<file path="config.mk">
export PLATFORM = sky130hd
export DESIGN_NAME = base32_custom_alphabet_encoder
export DESIGN_NICKNAME = d
export VERILOG_FILES = /design/src/rtl/b32ca_pkg.sv /design/src/rtl/base32_custom_alphabet_encoder.sv
export SDC_FILE = /design/constraint.sdc
export NUM_CORES = 1
export LEC_CHECK = 0
export BUFFER_PORTS_ARGS = -buffer_cell sky130_fd_sc_hd__buf_2
export CELL_PAD_IN_SITES_DETAIL_PLACEMENT = 1
export CELL_PAD_IN_SITES_GLOBAL_PLACEMENT = 1
export CORE_ASPECT_RATIO = 1.2
export CORE_MARGIN = 4
export CORE_UTILIZATION = 52
export DETAILED_ROUTE_END_ITERATION = 8
export GPL_TIMING_DRIVEN = 0
export HOLD_SLACK_MARGIN = 0.05
export MAX_ROUTING_LAYER = met4
export PLACE_DENSITY = 0.83
export REMOVE_ABC_BUFFERS = 1
export SYNTH_ARGS = -nofsm -noshare
export SYNTH_HDL_FRONTEND = slang
export SYNTH_SLANG_ARGS = --single-unit
export TNS_END_PERCENT = 20
</file>
<file path="constraint.sdc">
create_clock -name i_clk -period 4.1 [get_ports i_clk]
set_clock_uncertainty 0.05 [all_clocks]
set_input_delay 0.205 -clock i_clk [delete_from_list [all_inputs] [get_ports i_clk]]
set_output_delay 0.205 -clock i_clk [all_outputs]
set_load 0.1 [all_outputs]
</file>
<file path="src/rtl/b32ca_pkg.sv">
// Types, constants and character table for the base32 custom alphabet encoder.
package b32ca_pkg;

    localparam int unsigned GROUP_BITS = 5;
    localparam int unsigned MAX_CHARS  = 3;

    typedef struct packed {
        logic [7:0] data_byte;
        logic       end_of_message;
    } t_in;

    typedef struct packed {
        logic [7:0] code_char;
        logic       final_char;
    } t_out;

    function automatic logic [7:0] f_alphabet(input logic [GROUP_BITS-1:0] g);
        logic [7:0] c;
        case (g)
            5'd0:    c = "a";
            5'd1:    c = "b";
            5'd2:    c = "c";
            5'd3:    c = "d";
            5'd4:    c = "W";
            5'd5:    c = "X";
            5'd6:    c = "Y";
            5'd7:    c = "Z";
            5'd8:    c = "0";
            5'd9:    c = "1";
            5'd10:   c = "2";
            5'd11:   c = "3";
            5'd12:   c = "E";
            5'd13:   c = "F";
            5'd14:   c = "G";
            5'd15:   c = "H";
            5'd16:   c = "A";
            5'd17:   c = "B";
            5'd18:   c = "C";
            5'd19:   c = "D";
            5'd20:   c = "4";
            5'd21:   c = "5";
            5'd22:   c = "6";
            5'd23:   c = "7";
            5'd24:   c = "8";
            5'd25:   c = "9";
            5'd26:   c = "w";
            5'd27:   c = "x";
            5'd28:   c = "y";
            5'd29:   c = "z";
            5'd30:   c = "j";
            default: c = "k";
        endcase
        return c;
    endfunction

endpackage

</file>
<file path="src/rtl/base32_custom_alphabet_encoder.sv">
// Streaming unpadded base32 encoder with a fixed custom alphabet, top level.
//
// Each accepted byte is split into 5-bit groups and its one to three
// characters are parked in a small character buffer; the buffer drains one
// character per cycle into the output register while the output is not
// stalled. The output side therefore sets the pace: a byte takes one output
// slot per character it produces, which averages 1.6 characters per byte
// over a long message. A new byte is taken in the same cycle the buffer
// hands over its last character, so the input never waits on an idle cycle.
// The final character of a message carries final_char; the bit accumulator
// clears when the last byte of the message is taken.
module base32_custom_alphabet_encoder
    import b32ca_pkg::*;
(
    input  logic i_clk,
    input  logic i_rst_n,
    input  logic i_in_valid,
    output logic o_in_stall,
    input  t_in  i_in_data,
    output logic o_out_valid,
    input  logic i_out_stall,
    output t_out o_out_data
);

    logic [3:0]  r_lo_bits;
    logic [2:0]  r_lo_cnt;
    logic [7:0]  r_buf [MAX_CHARS];
    logic [1:0]  r_left;
    logic [1:0]  r_idx;
    logic        r_final;
    logic        r_out_valid;
    t_out        r_out;

    logic        moving;
    logic        accept;
    logic [3:0]  total;
    logic [3:0]  sh;
    logic [14:0] w;
    logic        two_full;
    logic [3:0]  rem;
    logic        pad;
    logic [1:0]  n_chars;

    assign moving     = (r_left != 2'd0) && (!r_out_valid || !i_out_stall);
    assign o_in_stall = !((r_left == 2'd0) || ((r_left == 2'd1) && moving));
    assign accept     = i_in_valid && !o_in_stall;

    assign total    = 4'(r_lo_cnt) + 4'd8;
    assign sh       = 4'd15 - total;
    assign w        = {3'b000, r_lo_bits, i_in_data.data_byte} << sh;
    assign two_full = total >= 4'd10;
    assign rem      = two_full ? (total - 4'd10) : (total - 4'd5);
    assign pad      = i_in_data.end_of_message && (rem != 4'd0);
    assign n_chars  = (two_full ? 2'd2 : 2'd1) + {1'b0, pad};

    always_ff @(posedge i_clk) begin
        if (!i_rst_n) begin
            r_lo_bits <= '0;
            r_lo_cnt  <= '0;
            r_left    <= '0;
            r_idx     <= '0;
            r_final   <= 1'b0;
        end else if (accept) begin
            r_left  <= n_chars;
            r_idx   <= '0;
            r_final <= i_in_data.end_of_message;
            if (i_in_data.end_of_message) begin
                r_lo_bits <= '0;
                r_lo_cnt  <= '0;
            end else begin
                r_lo_bits <= i_in_data.data_byte[3:0];
                r_lo_cnt  <= rem[2:0];
            end
        end else if (moving) begin
            r_left <= r_left - 2'd1;
            r_idx  <= r_idx + 2'd1;
        end
    end

    always_ff @(posedge i_clk) begin
        if (accept) begin
            r_buf[0] <= f_alphabet(w[14:10]);
            r_buf[1] <= f_alphabet(w[9:5]);
            r_buf[2] <= f_alphabet(w[4:0]);
        end
    end

    always_ff @(posedge i_clk) begin
        if (!i_rst_n) begin
            r_out_valid <= 1'b0;
        end else if (moving) begin
            r_out_valid <= 1'b1;
        end else if (!i_out_stall) begin
            r_out_valid <= 1'b0;
        end
    end

    always_ff @(posedge i_clk) begin
        if (moving) begin
            r_out.code_char  <= r_buf[r_idx];
            r_out.final_char <= r_final && (r_left == 2'd1);
        end
    end

    assign o_out_valid = r_out_valid;
    assign o_out_data  = r_out;

    a_lo_cnt_range: assert property (@(posedge i_clk) disable iff (!i_rst_n)
        r_lo_cnt <= 3'd4)
        else $error("leftover count above four");

    a_accept_fills: assert property (@(posedge i_clk) disable iff (!i_rst_n)
        accept |=> (r_left != 2'd0) && (r_idx == 2'd0))
        else $error("transfer did not load the character buffer");

    a_idx_in_range: assert property (@(posedge i_clk) disable iff (!i_rst_n)
        (r_left != 2'd0) |-> ((2'(r_idx + r_left)) <= 2'd3) && (r_idx != 2'd3))
        else $error("buffer index out of range");

    a_final_clears: assert property (@(posedge i_clk) disable iff (!i_rst_n)
        (accept && i_in_data.end_of_message) |=> (r_lo_cnt == 3'd0))
        else $error("accumulator not cleared at end of message");

endmodule

</file>
After elaboration in Yosys (flattened, before gate mapping) --
Memories as Yosys holds them, arrays and structs flattened. A register that Yosys moved wholly into a read port is not among the register bits. Cells that the tools add are included.
Word-level totals: memory bits (writable) 24, logic and storage cells 51, ROM bits 672, register bits 14, memories 4
Memories:
- (no name shown) | depth 32, bits a word 7, rd ports 1, clocked after memory_dff 0, wr ports 0, RTL line b32ca_pkg.sv:19 | case (g)
- (no name shown) | depth 32, bits a word 7, rd ports 1, clocked after memory_dff 0, wr ports 0, RTL line b32ca_pkg.sv:19
- (no name shown) | depth 32, bits a word 7, rd ports 1, clocked after memory_dff 0, wr ports 0, RTL line b32ca_pkg.sv:19
- r_buf | depth 3, bits a word 8, rd ports 1, clocked after memory_dff 1, wr ports 3, RTL line base32_custom_alphabet_encoder.sv:27 | logic [7:0] r_buf [MAX_CHARS];
Operators by class: multiplexer cells 13, add/subtract/negate cells 7, magnitude comparators 1, bitwise gates (word level) 1, reductions and logical operators 15, equality and inequality tests 2, shift-type cells 1
Operators by type and width (number):
- 2-to-1 mux 8 bit | 3
- << shifter 12 x 4 -> 15 bit | 1
- 2-to-1 mux 4 bit | 2
- 2-to-1 mux 2 bit | 3
- logical AND 1 bit | 5
- adder 3 x 4 -> 4 bit, second input constant | 1
- greater-or-equal comparator 4 bit, second input constant | 1
- 2-to-1 mux 1 bit | 4
- nonzero test 2 bit | 2
- nonzero test 4 bit | 1
- subtractor 4 x 3 -> 4 bit, second input constant | 1
- subtractor 4 bit, first input constant | 1
- subtractor 4 bit, second input constant | 1
- logical NOT 1 bit | 3
- 2-to-1 mux 3 bit | 1
- adder 2 x 1 -> 2 bit | 1
- adder 2 x 1 -> 2 bit, second input constant | 1
- equality test 2 x 1 -> 1 bit, second input constant | 1
- logical NOT 2 bit | 1
- logical OR 1 bit | 2
- inequality test 2 x 1 -> 1 bit, second input constant | 1
- OR reduction 2 bit | 1
- subtractor 2 x 1 -> 2 bit, second input constant | 1
- inverter 1 bit | 1

Logic depth before layout (Yosys ltp) --
word-level depth 8, mapped depth 10

Worst setup path before layout --
OpenSTA, ideal clock, no wires.
kind register to output, start point register r_out_valid (netlist: o_out_valid), end point output port o_in_stall, arrival 2.524 ns, cell stages (with the launch flop) 3, setup slack 1.321 ns, required time 3.845 ns, cells stage by stage dfxtp_1 a21boi_0 nor2_1
Between the ends: cells in the longest elaborated chain, start to end 6
RTL lines:
- from (decl) | RTL line base32_custom_alphabet_encoder.sv:31 | logic r_out_valid;
- from (signal assigned) | RTL line base32_custom_alphabet_encoder.sv:90 | r_out_valid <= 1'b0;
- from (signal assigned) | RTL line base32_custom_alphabet_encoder.sv:92 | r_out_valid <= 1'b1;
- from (signal assigned) | RTL line base32_custom_alphabet_encoder.sv:94 | r_out_valid <= 1'b0;
- logical NOT 1 bit | RTL line base32_custom_alphabet_encoder.sv:44 | assign moving = (r_left != 2'd0) && (!r_out_valid || !i_out_stall);
- logical OR 1 bit | RTL line base32_custom_alphabet_encoder.sv:44
- logical AND 1 bit | RTL line base32_custom_alphabet_encoder.sv:44
- logical AND 1 bit | RTL line base32_custom_alphabet_encoder.sv:45 | assign o_in_stall = !((r_left == 2'd0) || ((r_left == 2'd1) && moving));
- logical OR 1 bit | RTL line base32_custom_alphabet_encoder.sv:45
- logical NOT 1 bit | RTL line base32_custom_alphabet_encoder.sv:45
- to (decl) | RTL line base32_custom_alphabet_encoder.sv:18 | output logic o_in_stall,
No other way between the ends.

==> insert_results.sql <==
INSERT INTO impl_metrics (metric_group, metric, value, unit) VALUES
('run_status', 'status', 'finished, final reports clean', ''),
('yosys', 'asr_flop_ratio_synth', '0', '%'),
('critical_path', 'worst_ep_required_time', '4060', 'ps'),
('final_layout', 'final.fill_count', '749', ''),
('floorplan', 'die_x', '82.7', 'microns'),
('yosys', 'syn_area', '3480', 'sq um'),
('yosys', 'simple_logic_cell_fraction_of_the_synthesized_area', '13.9', '%'),
('final_layout', 'antennaDiodeCount', '0', ''),
('power', 'vdd_drop_max', '557', 'uV'),
('critical_path', 'path_class', 'flop to flop', ''),
('global_routing', 'grt_pass1_wl', '13200', 'microns'),
('sta', 'finalSetupViolCount', '0', ''),
('route', 'drt-total-wl', '7990', 'microns'),
('critical_path', 'timing.reg2reg.worst_path_depth', '7', ''),
('sta', 'report.final.hold_viol_count', '0', ''),
('sta', 'min_period', '3600', 'ps'),
('final_layout', 'layoutNonFillerInstCount', '443', ''),
('yosys', 'yosys.area_share.xor_xnor', '1.51', '%'),
('hold_path', 'min-delay-start', 'i_out_stall', ''),
('critical_path', 'r2r_end', 'r_buf[0][1]', ''),
('sta', 'final.setup.tns', '0', 'ps'),
('yosys', 'synth_enable_flop_cells', '29', ''),
('floorplan', 'initial_core_util', '53.6', '%'),
('critical_path', 'critPathSlowestCell', 'dfxtp_1', ''),
('placement', 'port_buffers', '22', ''),
('route', 'detail_route.wl_per_cell', '18.0', 'microns'),
('sta', 'slew_viol_final', '0', ''),
('sta', 'worst_hold_slack', '134', 'ps'),
('final_layout', 'layout.core_utilization', '57.2', '%'),
('yosys', 'post_synth_fa_ha_maj_area_fraction', '8.63', '%'),
('floorplan', 'die-height', '97.6', 'microns'),
('critical_path', 'endpoint_kind', 'flop', ''),
('clock_tree', 'cts-resized-gates', '0', ''),
('yosys', 'synth_top_area_share', '25.0', '%'),
('critical_path', 'path_max_fanout', '29', ''),
('global_routing', 'antenna_found_initial', '0', ''),
('global_routing', 'overflow', '0', ''),
('sta', 'worst_slew_pin_slew', '1220', 'ps'),
('placement', 'dpl_cell_area', '3570', 'sq um'),
('yosys', 'yosys.area.top_type', 'edfxtp_1', ''),
('global_routing', 'vias_in_the_first_global_route', '2648', ''),
('yosys', 'synth.distinct_cells', '70', ''),
('power', 'power_leakage', '1.39', 'nW'),
('yosys', 'netlist_instances', '349', ''),
('yosys', 'synth-compound-area-share', '19.5', '%'),
('route', 'routed-via-count', '2672', ''),
('final_layout', 'num-nets-final', '394', ''),
('yosys', 'ys.flop_type', 'edfxtp_1', ''),
('hold_path', 'min_to', 'o_out_valid', ''),
('floorplan', 'boundaryPins', '24', ''),
('clock_tree', 'clkSlewWorstSetupHoldPaths', '90', 'ps'),
('yosys', 'post_synth_main_area_contributors', 'edfxtp_1 25%, ha_1 8.6%, dfxtp_1 7.5%', ''),
('clock_tree', 'post-cts-setup-buffers', '0', ''),
('critical_path', 'crit_arrival', '3560', 'ps'),
('power', 'pwr_per_cell_area', '741', 'nW/um^2'),
('final_layout', 'post_route_cells_drive_above_1_share', '19.8', '%'),
('job', 'cap_violations', '0', ''),
('floorplan', 'fp-row-count', '32', ''),
('final_layout', 'layout-area-overhead-vs-synth', '6.62', '%'),
('yosys', 'yosysMostFrequentCell', 'nand2_1', ''),
('clock_tree', 'htree_levels', '2', ''),
('floorplan', 'die-area', '8070', 'sq um'),
('route', 'drt_pre_antenna_iters', '4', ''),
('final_layout', 'post-route-cell-area', '3710', 'sq um'),
('critical_path', 'rr_startpoint', 'r_lo_cnt[1]', ''),
('hold_path', 'whs_path_depth', '3', ''),
('global_routing', 'all_layer_global_routing_usage', '21.3', '%'),
('yosys', 'synth.mux.area_fraction', '17.6', '%'),
('yosys', 'synth.yosys.warnings', '0', ''),
('clock_tree', 'cts_tree', 'built', ''),
('critical_path', 'r2r_setup_slack', '500', 'ps');
worst max-delay path by stage:
| stage | start | to | slack (ps) | depth (start not counted) |
|---|---|---|---|---|
| after floorplan | o_out_valid | r_lo_cnt[0] | 1080 | 6 |
| after global placement | r_lo_cnt[1] | r_buf[0][1] | 740 | 7 |
| after detailed placement | r_lo_cnt[1] | r_buf[0][1] | 550 | 7 |
| after CTS | r_lo_cnt[1] | r_buf[0][1] | 530 | 7 |
| after global routing | r_lo_cnt[1] | r_buf[0][1] | 140 | 7 |
| final | r_lo_cnt[1] | r_buf[0][1] | 500 | 7 |
layout by cell type, fill, tap and decap left out, types with 4 or more instances in the layout:
master,netlist,final
nand2_1,36,36
edfxtp_1,29,29
ha_1,24,24
o21ai_0,22,22
buf_2,6,22
mux2i_1,19,19
inv_1,17,17
a21oi_1,17,17
nor2_1,14,14
dfxtp_1,13,13
mux4_2,8,8
and2_1,7,7
nor3b_1,7,7
a21boi_0,6,6
nor2b_1,6,6
mux2_2,6,6
o211ai_1,5,5
nor3_1,5,5
xnor2_1,5,5
clkbuf_8,0,5
inv_2,4,4
and3_1,4,4
mux2i_4,4,4
nand3_1,4,4
metal layers:
metal | track usage, % | part of all wire (%) | vias to the layer above
met5 | - | 0 | -
met4 | 4.91 | 1.2 | 0
met3 | 2.04 | 2.0 | 8
met2 | 36.4 | 53 | 40
met1 | 26.9 | 44 | 1318
li1 | - | - | 1306
sequential cells by signal, summed over array words and instances, names as in the netlist:
name,cells
o_out_data,8
o_out_valid,1
r_buf,21
r_final,1
r_idx,2
r_left,2
r_lo_bits,4
r_lo_cnt,3
cells by family (layout without fill, tap and decap cells):
kind of cell,count (synthesis),in the layout
AOI/OAI and AO/OA,95,95
xor gates and xnor gates,6,6
adders and majority gates,24,24
buffers and inverters,44,53
DFF,42,42
muxes,42,42
other,1,1
and+or+nand+nor,95,95
where the power goes:
| part | switching, mW | internal (mW) |
|---|---|---|
| logic | 1.06 | 0.484 |
| clock network | 0.157 | 0.244 |
| registers | 0.125 | 0.677 |
stage by stage:
step	power [mW]	setup WS (ps)
4_1_cts	2.76	533
3_5_place_dp	2.36	553
2_1_floorplan	2.03	1080
6_report	2.75	501
5_1_grt	2.94	144
3_3_place_gp	2.29	744
worst max-delay path, delay by kind of cell, from the launching register on:
kind                     cells  cell delay (ps)
flip-flops                   1             1070
buffers and inverters        1              110
adder cells (fa/ha/maj)      1              250
AO/OA/AOI/OAI                3              810
multiplexers                 2              990
layout make-up:
cell class | count | area (sq um) | area share [%]
inverters | 23 | 91.3 | 2.46
clock buffers | 5 | 68.8 | 1.85
clock inverters | 3 | 68.8 | 1.85
well taps | 85 | 106 | 2.87
flip-flops and latches | 42 | 1130 | 30.5
repair buffers | 22 | 110 | 2.97
multi-input cells | 263 | 2130 | 57.5
Note: power is estimated with default switching activity, not from simulation.
